$ cat src/sv/rtsr_pkg.sv
// rtsr_pkg: item types, pipeline structs and constants of the rtp timestamp rewriter
// used by every module of the block; depends on nothing
package rtsr_pkg;

    // one rtp header as it arrives
    typedef struct packed {
        logic        kind;
        logic [31:0] ssrc_in;
        logic [31:0] timestamp_in;
        logic [15:0] seq_in;
        logic [6:0]  payload_type;
        logic [62:0] now_us;
        logic        resume;
    } t_in_item;

    // one rewritten header
    typedef struct packed {
        logic [31:0] timestamp_out;
        logic [15:0] seq_out;
        logic        ssrc_switched;
    } t_out_item;

    // header fields the state stage still needs
    typedef struct packed {
        logic        kind;
        logic [31:0] ssrc;
        logic [31:0] ts;
        logic [15:0] seq;
        logic        resume;
    } t_hdr;

    // item inside the elapsed-time divider
    typedef struct packed {
        t_hdr        hdr;
        logic [63:0] dvd;      // dividend digits still to go, msb first
        logic [6:0]  rem;      // running remainder of the divide by 125
        logic [31:0] quo;      // low quotient bits so far
        logic        qnz;      // some quotient digit was nonzero
        logic [2:0]  low3;     // elapsed bits below the divide by 8
        logic [6:0]  khz;      // clock rate in ticks per ms
        logic        has_prev; // channel has seen an earlier packet
    } t_div;

    // item between the two tick stages
    typedef struct packed {
        t_hdr        hdr;
        logic [31:0] qk;       // whole milliseconds times rate, mod 2^32
        logic [16:0] y;        // leftover microseconds times rate
        logic        qnz;
        logic        has_prev;
    } t_tk;

    // item entering the state stage
    typedef struct packed {
        t_hdr        hdr;
        logic [31:0] adv;      // ticks to advance on an ssrc switch
    } t_adv;

    // resume gap after reset
    localparam logic [15:0] GAP_RESET = 16'd2000;

    // clock rates in ticks per ms
    localparam logic [6:0] KHZ_VIDEO  = 7'd90;
    localparam logic [6:0] KHZ_WIDE   = 7'd48;
    localparam logic [6:0] KHZ_NARROW = 7'd8;

    // payload types on the 8 kHz clock
    localparam logic [6:0] PT_PCMU = 7'd0;
    localparam logic [6:0] PT_PCMA = 7'd8;
    localparam logic [6:0] PT_G722 = 7'd9;

    // microseconds per ms, split into a shift by 3 and a divide by 125
    localparam int unsigned US_PER_MS = 1000;
    localparam logic [7:0]  DIV_LO    = 8'(US_PER_MS / 8);
    localparam int unsigned LO_SHIFT  = 22;
    localparam logic [15:0] RECIP_LO  = 16'((1 << LO_SHIFT) / (US_PER_MS / 8));
    localparam int unsigned MS_SHIFT  = 27;
    localparam logic [17:0] RECIP_MS  = 18'((1 << MS_SHIFT) / US_PER_MS);
    localparam logic [16:0] MS_CONST  = 17'(US_PER_MS);

    // divider layout: eight digits of eight bits
    localparam int unsigned DIV_STAGES = 8;
    localparam int unsigned N_STG      = DIV_STAGES + 5;

endpackage

$ cat src/sv/rtsr_front.sv
// rtsr_front: input register and elapsed-time stage of the rtp timestamp rewriter
// keeps the last arrival time per channel; depends on rtsr_pkg
module rtsr_front (
    input  logic              i_clk,
    input  logic              i_rst_n,
    input  logic              i_in_valid,
    input  rtsr_pkg::t_in_item i_item,
    input  logic              i_en0,
    input  logic              i_en1,
    output logic              o_vld0,
    output logic              o_vld1,
    output rtsr_pkg::t_div    o_div
);

    logic               r_vld0;
    rtsr_pkg::t_in_item r_item;
    logic               r_vld1;
    rtsr_pkg::t_div     r_div;
    logic [62:0]        r_last_time [2];

    logic [62:0]        last_t;
    logic [62:0]        elapsed;
    logic [6:0]         khz;
    rtsr_pkg::t_div     n_div;

    // input register
    always_ff @(posedge i_clk) begin
        if (!i_rst_n) begin
            r_vld0 <= 1'b0;
        end else if (i_en0) begin
            r_vld0 <= i_in_valid;
        end
        if (i_en0) begin
            r_item <= i_item;
        end
    end

    // elapsed time, clamped at zero when time runs backwards
    always_comb begin
        last_t  = r_last_time[r_item.kind];
        elapsed = (r_item.now_us >= last_t) ? (r_item.now_us - last_t) : 63'd0;
        if (r_item.kind) begin
            khz = rtsr_pkg::KHZ_VIDEO;
        end else if (r_item.payload_type == rtsr_pkg::PT_PCMU ||
                     r_item.payload_type == rtsr_pkg::PT_PCMA ||
                     r_item.payload_type == rtsr_pkg::PT_G722) begin
            khz = rtsr_pkg::KHZ_NARROW;
        end else begin
            khz = rtsr_pkg::KHZ_WIDE;
        end
        n_div.hdr.kind   = r_item.kind;
        n_div.hdr.ssrc   = r_item.ssrc_in;
        n_div.hdr.ts     = r_item.timestamp_in;
        n_div.hdr.seq    = r_item.seq_in;
        n_div.hdr.resume = r_item.resume;
        n_div.dvd        = {4'd0, elapsed[62:3]};
        n_div.rem        = 7'd0;
        n_div.quo        = 32'd0;
        n_div.qnz        = 1'b0;
        n_div.low3       = elapsed[2:0];
        n_div.khz        = khz;
        n_div.has_prev   = (last_t != 63'd0);
    end

    // elapsed stage and arrival-time tracking
    always_ff @(posedge i_clk) begin
        if (!i_rst_n) begin
            r_vld1         <= 1'b0;
            r_last_time[0] <= 63'd0;
            r_last_time[1] <= 63'd0;
        end else if (i_en1) begin
            r_vld1 <= r_vld0;
            if (r_vld0) begin
                r_last_time[r_item.kind] <= r_item.now_us;
            end
        end
        if (i_en1) begin
            r_div <= n_div;
        end
    end

    assign o_vld0 = r_vld0;
    assign o_vld1 = r_vld1;
    assign o_div  = r_div;

endmodule

$ cat src/sv/rtsr_div_stage.sv
// rtsr_div_stage: one eight-bit digit of the elapsed-time divide by 125
// reciprocal estimate with one correction step; depends on rtsr_pkg
module rtsr_div_stage (
    input  logic           i_clk,
    input  logic           i_rst_n,
    input  logic           i_en,
    input  logic           i_vld,
    input  rtsr_pkg::t_div i_div,
    output logic           o_vld,
    output rtsr_pkg::t_div o_div
);

    logic           r_vld;
    rtsr_pkg::t_div r_div;

    logic [14:0]    x;
    logic [29:0]    prod;
    logic [7:0]     qe;
    logic [16:0]    back;
    logic [14:0]    rr;
    logic [7:0]     qd;
    logic [6:0]     rn;
    rtsr_pkg::t_div n_div;

    // quotient digit: estimate low by at most one, then fix
    always_comb begin
        x    = {i_div.rem, i_div.dvd[63:56]};
        prod = 30'(x) * 30'(rtsr_pkg::RECIP_LO);
        qe   = prod[29:22];
        back = 17'(qe) * 17'(rtsr_pkg::DIV_LO);
        rr   = x - back[14:0];
        if (rr >= 15'(rtsr_pkg::DIV_LO)) begin
            qd = qe + 8'd1;
            rn = 7'(rr - 15'(rtsr_pkg::DIV_LO));
        end else begin
            qd = qe;
            rn = rr[6:0];
        end
        n_div     = i_div;
        n_div.dvd = {i_div.dvd[55:0], 8'd0};
        n_div.rem = rn;
        n_div.quo = {i_div.quo[23:0], qd};
        n_div.qnz = i_div.qnz | (qd != 8'd0);
    end

    always_ff @(posedge i_clk) begin
        if (!i_rst_n) begin
            r_vld <= 1'b0;
        end else if (i_en) begin
            r_vld <= i_vld;
        end
        if (i_en) begin
            r_div <= n_div;
        end
    end

    assign o_vld = r_vld;
    assign o_div = r_div;

endmodule

$ cat src/sv/rtsr_ticks.sv
// rtsr_ticks: turns elapsed ms and leftover us into timestamp ticks, two stages
// applies the one-tick minimum and the no-earlier-packet case; depends on rtsr_pkg
module rtsr_ticks (
    input  logic           i_clk,
    input  logic           i_rst_n,
    input  logic           i_en_a,
    input  logic           i_en_b,
    input  logic           i_vld,
    input  rtsr_pkg::t_div i_div,
    output logic           o_vld_a,
    output logic           o_vld_b,
    output rtsr_pkg::t_adv o_adv
);

    logic           r_vld_a;
    rtsr_pkg::t_tk  r_tk;
    logic           r_vld_b;
    rtsr_pkg::t_adv r_adv;

    rtsr_pkg::t_tk  n_tk;
    logic [33:0]    prod;
    logic [6:0]     est;
    logic [16:0]    back;
    logic [16:0]    rr;
    logic [6:0]     frac;
    logic [31:0]    ticks;
    rtsr_pkg::t_adv n_adv;

    // products by the clock rate
    always_comb begin
        n_tk.hdr      = i_div.hdr;
        n_tk.qk       = i_div.quo * {25'd0, i_div.khz};
        n_tk.y        = 17'({i_div.rem, i_div.low3}) * 17'(i_div.khz);
        n_tk.qnz      = i_div.qnz;
        n_tk.has_prev = i_div.has_prev;
    end

    always_ff @(posedge i_clk) begin
        if (!i_rst_n) begin
            r_vld_a <= 1'b0;
        end else if (i_en_a) begin
            r_vld_a <= i_vld;
        end
        if (i_en_a) begin
            r_tk <= n_tk;
        end
    end

    // leftover part divided by 1000, then the tick count
    always_comb begin
        prod = 34'(r_tk.y) * 34'(rtsr_pkg::RECIP_MS);
        est  = prod[33:27];
        back = 17'(est) * rtsr_pkg::MS_CONST;
        rr   = r_tk.y - back;
        frac = (rr >= rtsr_pkg::MS_CONST) ? (est + 7'd1) : est;
        ticks = r_tk.qk + 32'(frac);
        if (!r_tk.qnz && frac == 7'd0) begin
            ticks = 32'd1;
        end
        n_adv.hdr = r_tk.hdr;
        n_adv.adv = r_tk.has_prev ? ticks : 32'd0;
    end

    always_ff @(posedge i_clk) begin
        if (!i_rst_n) begin
            r_vld_b <= 1'b0;
        end else if (i_en_b) begin
            r_vld_b <= r_vld_a;
        end
        if (i_en_b) begin
            r_adv <= n_adv;
        end
    end

    assign o_vld_a = r_vld_a;
    assign o_vld_b = r_vld_b;
    assign o_adv   = r_adv;

endmodule

$ cat src/sv/rtsr_state.sv
// rtsr_state: per-channel rebasing state and the result register
// ssrc switch, resume and output arithmetic in one pass; depends on rtsr_pkg
module rtsr_state (
    input  logic                i_clk,
    input  logic                i_rst_n,
    input  logic                i_en,
    input  logic                i_vld,
    input  rtsr_pkg::t_adv      i_adv,
    input  logic [15:0]         i_gap,
    output logic                o_vld,
    output rtsr_pkg::t_out_item o_item
);

    logic                r_vld;
    rtsr_pkg::t_out_item r_item;
    logic [31:0]         r_last_ssrc    [2];
    logic [31:0]         r_base_ts      [2];
    logic [31:0]         r_base_ts_prev [2];
    logic [15:0]         r_base_seq     [2];
    logic [15:0]         r_base_seq_prev[2];
    logic [31:0]         r_last_ts      [2];
    logic [15:0]         r_last_seq     [2];

    logic                c;
    logic                sw;
    logic [31:0]         n_base_ts;
    logic [31:0]         n_base_ts_prev;
    logic [15:0]         n_base_seq;
    logic [15:0]         n_base_seq_prev;
    logic [31:0]         lts_adv;
    logic [31:0]         n_ts;
    logic [15:0]         n_seq;

    // switch steps first, then resume steps, then the rewrite
    always_comb begin
        c               = i_adv.hdr.kind;
        sw              = (i_adv.hdr.ssrc != r_last_ssrc[c]);
        n_base_ts       = r_base_ts[c];
        n_base_ts_prev  = r_base_ts_prev[c];
        n_base_seq      = r_base_seq[c];
        n_base_seq_prev = r_base_seq_prev[c];
        lts_adv         = r_last_ts[c] + i_adv.adv;
        if (sw) begin
            n_base_ts       = i_adv.hdr.ts;
            n_base_ts_prev  = lts_adv;
            n_base_seq      = i_adv.hdr.seq;
            n_base_seq_prev = r_last_seq[c];
        end else begin
            lts_adv = r_last_ts[c];
        end
        if (i_adv.hdr.resume) begin
            n_base_seq      = i_adv.hdr.seq;
            n_base_seq_prev = r_last_seq[c];
            n_base_ts_prev  = lts_adv + {16'd0, i_gap};
        end
        n_ts  = i_adv.hdr.ts - n_base_ts + n_base_ts_prev;
        n_seq = i_adv.hdr.seq - n_base_seq + n_base_seq_prev + 16'd1;
    end

    // state update and result register
    always_ff @(posedge i_clk) begin
        if (!i_rst_n) begin
            r_vld <= 1'b0;
            for (int k = 0; k < 2; k++) begin
                r_last_ssrc[k]     <= 32'd0;
                r_base_ts[k]       <= 32'd0;
                r_base_ts_prev[k]  <= 32'd0;
                r_base_seq[k]      <= 16'd0;
                r_base_seq_prev[k] <= 16'd0;
                r_last_ts[k]       <= 32'd0;
                r_last_seq[k]      <= 16'd0;
            end
        end else if (i_en) begin
            r_vld <= i_vld;
            if (i_vld) begin
                r_last_ssrc[c]     <= i_adv.hdr.ssrc;
                r_base_ts[c]       <= n_base_ts;
                r_base_ts_prev[c]  <= n_base_ts_prev;
                r_base_seq[c]      <= n_base_seq;
                r_base_seq_prev[c] <= n_base_seq_prev;
                r_last_ts[c]       <= n_ts;
                r_last_seq[c]      <= n_seq;
            end
        end
        if (i_en) begin
            r_item.timestamp_out <= n_ts;
            r_item.seq_out       <= n_seq;
            r_item.ssrc_switched <= sw;
        end
    end

    assign o_vld  = r_vld;
    assign o_item = r_item;

endmodule

$ cat src/sv/rtp_seq_timestamp_rewriter.sv
// rtp_seq_timestamp_rewriter: top level of the two-channel rtp timestamp rewriter
// depends on rtsr_pkg, rtsr_front, rtsr_div_stage, rtsr_ticks, rtsr_state
//
// usage:
// - input channel i_in_valid / o_in_ready / i_in_data carries one rtp header item
// - output channel o_out_valid / i_out_ready / o_out_data returns one rewritten item
//   per input item, in order
// - config channel i_cfg_valid / o_cfg_ready / i_cfg_data writes resume_gap; always
//   ready, write only while no item is in flight
// - stages: the input register loads at the accepting edge, then the elapsed-time
//   stage, eight digit stages of the divide by 125, two tick stages and the state
//   stage that loads the result register
// - throughput: one item per cycle while the receiver does not stall; only the
//   per-channel state update and the per-channel arrival time sit in loops, each
//   one register stage deep
// - when the receiver stalls, items close up into empty stages; o_in_ready drops
//   only once every stage holds an item and the result waits
// - synchronous reset clears all per-channel state, the arrival times and the
//   pipeline valid bits, and sets resume_gap to 2000
module rtp_seq_timestamp_rewriter (
    input  logic                i_clk,
    input  logic                i_rst_n,
    input  logic                i_in_valid,
    output logic                o_in_ready,
    input  rtsr_pkg::t_in_item  i_in_data,
    output logic                o_out_valid,
    input  logic                i_out_ready,
    output rtsr_pkg::t_out_item o_out_data,
    input  logic                i_cfg_valid,
    output logic                o_cfg_ready,
    input  logic [15:0]         i_cfg_data
);

    localparam int unsigned NS = rtsr_pkg::N_STG;
    localparam int unsigned ND = rtsr_pkg::DIV_STAGES;

    logic [15:0]    r_gap;
    wire  [NS-1:0]  w_vld;
    logic [NS-1:0]  en;
    rtsr_pkg::t_div div_d [ND+1];
    rtsr_pkg::t_adv adv_d;

    // config register
    always_ff @(posedge i_clk) begin
        if (!i_rst_n) begin
            r_gap <= rtsr_pkg::GAP_RESET;
        end else if (i_cfg_valid) begin
            r_gap <= i_cfg_data;
        end
    end
    assign o_cfg_ready = 1'b1;

    // a stage loads unless it and every stage after it is full and the result waits
    always_comb begin
        logic [NS-1:0] low;
        for (int k = 0; k < NS; k++) begin
            low   = (NS'(1) << k) - NS'(1);
            en[k] = i_out_ready || !(&(w_vld | low));
        end
    end
    assign o_in_ready = en[0];

    rtsr_front u_front (
        .i_clk      (i_clk),
        .i_rst_n    (i_rst_n),
        .i_in_valid (i_in_valid),
        .i_item     (i_in_data),
        .i_en0      (en[0]),
        .i_en1      (en[1]),
        .o_vld0     (w_vld[0]),
        .o_vld1     (w_vld[1]),
        .o_div      (div_d[0])
    );

    // divide by 125, one digit per stage
    for (genvar g = 0; g < ND; g++) begin : g_div
        rtsr_div_stage u_div (
            .i_clk   (i_clk),
            .i_rst_n (i_rst_n),
            .i_en    (en[g+2]),
            .i_vld   (w_vld[g+1]),
            .i_div   (div_d[g]),
            .o_vld   (w_vld[g+2]),
            .o_div   (div_d[g+1])
        );
    end

    rtsr_ticks u_ticks (
        .i_clk   (i_clk),
        .i_rst_n (i_rst_n),
        .i_en_a  (en[ND+2]),
        .i_en_b  (en[ND+3]),
        .i_vld   (w_vld[ND+1]),
        .i_div   (div_d[ND]),
        .o_vld_a (w_vld[ND+2]),
        .o_vld_b (w_vld[ND+3]),
        .o_adv   (adv_d)
    );

    rtsr_state u_state (
        .i_clk   (i_clk),
        .i_rst_n (i_rst_n),
        .i_en    (en[ND+4]),
        .i_vld   (w_vld[ND+3]),
        .i_adv   (adv_d),
        .i_gap   (r_gap),
        .o_vld   (w_vld[ND+4]),
        .o_item  (o_out_data)
    );

    assign o_out_valid = w_vld[ND+4];

endmodule

$ cat config.mk
export PLATFORM = sky130hd
export DESIGN_NAME = rtp_seq_timestamp_rewriter
export DESIGN_NICKNAME = d
export VERILOG_FILES = /design/src/sv/rtsr_pkg.sv /design/src/sv/rtsr_front.sv /design/src/sv/rtsr_div_stage.sv /design/src/sv/rtsr_ticks.sv /design/src/sv/rtsr_state.sv /design/src/sv/rtp_seq_timestamp_rewriter.sv
export SDC_FILE = /design/constraint.sdc
export NUM_CORES = 2
export LEC_CHECK = 0
export BUFFER_PORTS_ARGS = -buffer_cell sky130_fd_sc_hd__buf_2
export CAP_MARGIN = 20
export CORE_MARGIN = 4
export CORE_UTILIZATION = 25
export DETAILED_ROUTE_END_ITERATION = 8
export GPL_ROUTABILITY_DRIVEN = 0
export PLACE_DENSITY = 0.44
export SLEW_MARGIN = 20
export SYNTH_ARGS = -nofsm -noshare
export SYNTH_HDL_FRONTEND = slang
export SYNTH_SLANG_ARGS = --single-unit
$ cat constraint.sdc
create_clock -name i_clk -period 20 [get_ports i_clk]
set_input_delay 1 -clock i_clk [delete_from_list [all_inputs] [get_ports i_clk]]
set_output_delay 1 -clock i_clk [all_outputs]
set_load 0.02 [all_outputs]
==> summary.md <==
| Metric | Value |
|---|---|
| Status | finished, final reports clean |
| Setup_tns | 0 ps |
| DIE WIDTH | 719 um |
| Clock latency on the worst-skew pair | 930 ps |
| Post-synth top area share | 51.2% |
| Synth Flop Type | edfxtp_1 |
| H-tree depth | 4 |
| Critical path class | reg2reg |
| Reg-to-Reg Start | u_ticks.r_tk[11] |
| Fin. Hold Viols | 0 |
| Clock transition at path regs | 60 ps |
| CTS tree | yes |
| Post-route ant nets | 0 |
| Syn Std Cell Area | 126,000 um2 |
| CTS resizes | 0 |
| Total grt overflow | 0 |
| Crit path max-delay family | adder cells |
| Syn avg cell area | 13.0 um2 |
| Period minus WS final | 13,340 ps |
| YS warnings | 0 |
| Via count | 70,000 |
| Fmax | 75.0 MHz |
| GRT Util Overall | 11.0% |
| Fillers | 51,400 |
| CTS root buf | clkbuf_16 |
| Final Setup Violations | 0 |
| P&R area growth vs syn | 13.6% |
| Largest net degree at the start of global routing | 141 |
| Synth cell types | 102 |
| Most instantiated cells after synthesis | edfxtp_1, inv_1, ha_1 |
| Synth top area cells | edfxtp_1, ha_1, fa_1 |
| Crit start category | flop |
| Worst Tran Pin Value | 1070 ps |
| Setup Buffers After CTS | 0 |
| DIE HEIGHT | 719 um |
| Asr flop ratio synth | 0% |
| EDFF count, synth | 2,154 |
| Post-DP HPWL | 208,000 um |
| DR pass1 iterations | 7 |
| Buf/Inv on CP | 9 |
| CP required | 20,630 ps |
| Max Cap Viol | 0 |
| Top-count cell post-synth | edfxtp_1 |
| DIE AREA | 517,000 um2 |
| Slowest stage delay, CP | 610 ps |
| Sink Count | 2,185 |
| Synth Register Bits | 2,185 |
| Post-Route Skew | 107 ps |
| Slowest-stage cell, CP | edfxtp_1 |
| Initial core utilization | 25.2% |
| Yosys top cell by area | edfxtp_1 |
| DRC violations left | 0 |
| Vias in the first global route | 73,400 |
| Worst slew margin | 28.5% |
| # nets final | 12,400 |
| WP data arrival | 13,970 ps |
| Worst setup EP type | flop |
| Slew Limit Fails | 0 |
| Layout cells sized above 1 | 7.58% |
| Net Count, Synth | 12,000 |
| Min-Delay Path Class | in2reg |
| Core area | 503,000 um2 |
| Via/cell ratio | 4.12 |
| Total CTS buffers | 242 |
| DR iter-0 viols | 3,556 |
| Final period utilization | 66.7% |
| Initial antenna violation count | 19 |
| CP startpoint | u_ticks.r_tk[11] |
| Sequential fraction of the synthesis area | 51.7% |
| Clock tree buffer depth | 4 |
| Quantity of I/O buffers inserted on ports | 223 |
| Row cnt | 260 |
| Syn Inst Count | 9,727 |
| Post-DR wirelength/cell | 16.8 um |
| Crit path max fanout | 9 |
| RSZ-0062 raised after global routing | no |
| Number of I/O pins | 225 |
| Hold_sp | i_in_data[89] |
| Routed WL | 285,000 um |
| Hold-fix buffers, CTS | 0 |
| First-pass GRT wire length | 443,000 um |
| Crit path top cell by count | inv_1 |
[final cells by class]
cell class	count	area (um2)	share of cell area, %
diodes	5	12.5	0.00871
clock buffers	309	6410	4.46
clock inverters	132	1200	0.837
inverters	1592	6010	4.19
multi-input cells	5789	54600	38.0
flip-flops and latches	2185	65300	45.5
well taps	6681	8360	5.82
repair buffers	294	1700	1.18
[placed cells by master (no fill, tap or decap), types with 57 or more instances in the layout]
cell type / synthesis / final
o21ai_0: 248 / 246
nand3_1: 97 / 97
edfxtp_1: 2154 / 2154
buf_2: 5 / 223
clkbuf_16: 0 / 244
clkbuf_1: 122 / 59
o21a_1: 57 / 57
nor2b_1: 79 / 79
xor2_1: 140 / 140
fa_1: 622 / 622
nand2_1: 305 / 298
xnor2_1: 335 / 335
nand4_1: 57 / 57
and2_1: 389 / 389
ha_1: 1486 / 1486
a21o_1: 124 / 124
mux2i_1: 203 / 203
nor3_1: 76 / 74
nor2_1: 588 / 585
inv_1: 1590 / 1582
a21oi_1: 291 / 291
buf_4: 3 / 67
[per-stage QoR]
step / hold WS (ps) / worst slack (ps) / cell area (um2) / instances / utilization, %
global placement: 400 / 6480 / 136000 / 16500 / 27.1
detailed placement: 405 / 6390 / 136000 / 16500 / 27.1
floorplan: 400 / 5720 / 126000 / 9727 / -
CTS: 128 / 6370 / 144000 / 17000 / 28.6
global route: 176 / 5440 / 144000 / 17000 / 28.6
finish: 247 / 6660 / 144000 / 17000 / 28.6
[logic make-up after synthesis]
| family | synth area share, % |
|---|---|
| xor gates and xnor gates | 3.36 |
| AOI/OAI and AO/OA | 5.54 |
| adders and majority gates | 24.6 |
| other | 0.00297 |
| muxes | 2.38 |
| DFF | 51.7 |
| buffers and inverters | 5.25 |
| and+or+nand+nor | 7.26 |
[state kept, by name (all words and copies together) (netlist names), 32 cells and up, named ones only]
register / cells
u_ticks.n_adv: 82
g_div.u_div.o_div: 1080
u_state.r_base_seq_prev: 32
u_ticks.r_tk: 49
u_front.o_div: 150
u_front.n_div: 82
u_state.r_base_ts: 64
u_state.r_base_ts_prev: 64
u_front.r_last_time: 126
u_state.r_last_ts: 64
u_state.r_last_ssrc: 64
u_state.r_last_seq: 32
u_front.r_item: 70
u_ticks.o_adv: 114
u_state.o_item: 49
u_state.r_base_seq: 32
[final timing paths]
check | to | slack (ps) | depth (start not counted)
worst max-delay path | u_ticks.o_adv[29] | 6660 | 54
worst max register to register | u_ticks.o_adv[29] | 6660 | 54
worst min register to register | u_front.o_div[144] | 320 | 0
worst min-delay path | u_front.n_div[134] | 250 | 1
[per-layer routing]
metal | share of wire, % | track usage [%] | routed length, um
met1 | 49 | 15.5 | 138000
met2 | 46 | 17.8 | 130000
met3 | 3.5 | 1.37 | 9870
met4 | 2.4 | 2.71 | 6890
met5 | 0.018 | 0 | 50
Power is not shown: default switching activity piles up to over one toggle a cycle in this logic, so the estimate is an artifact.
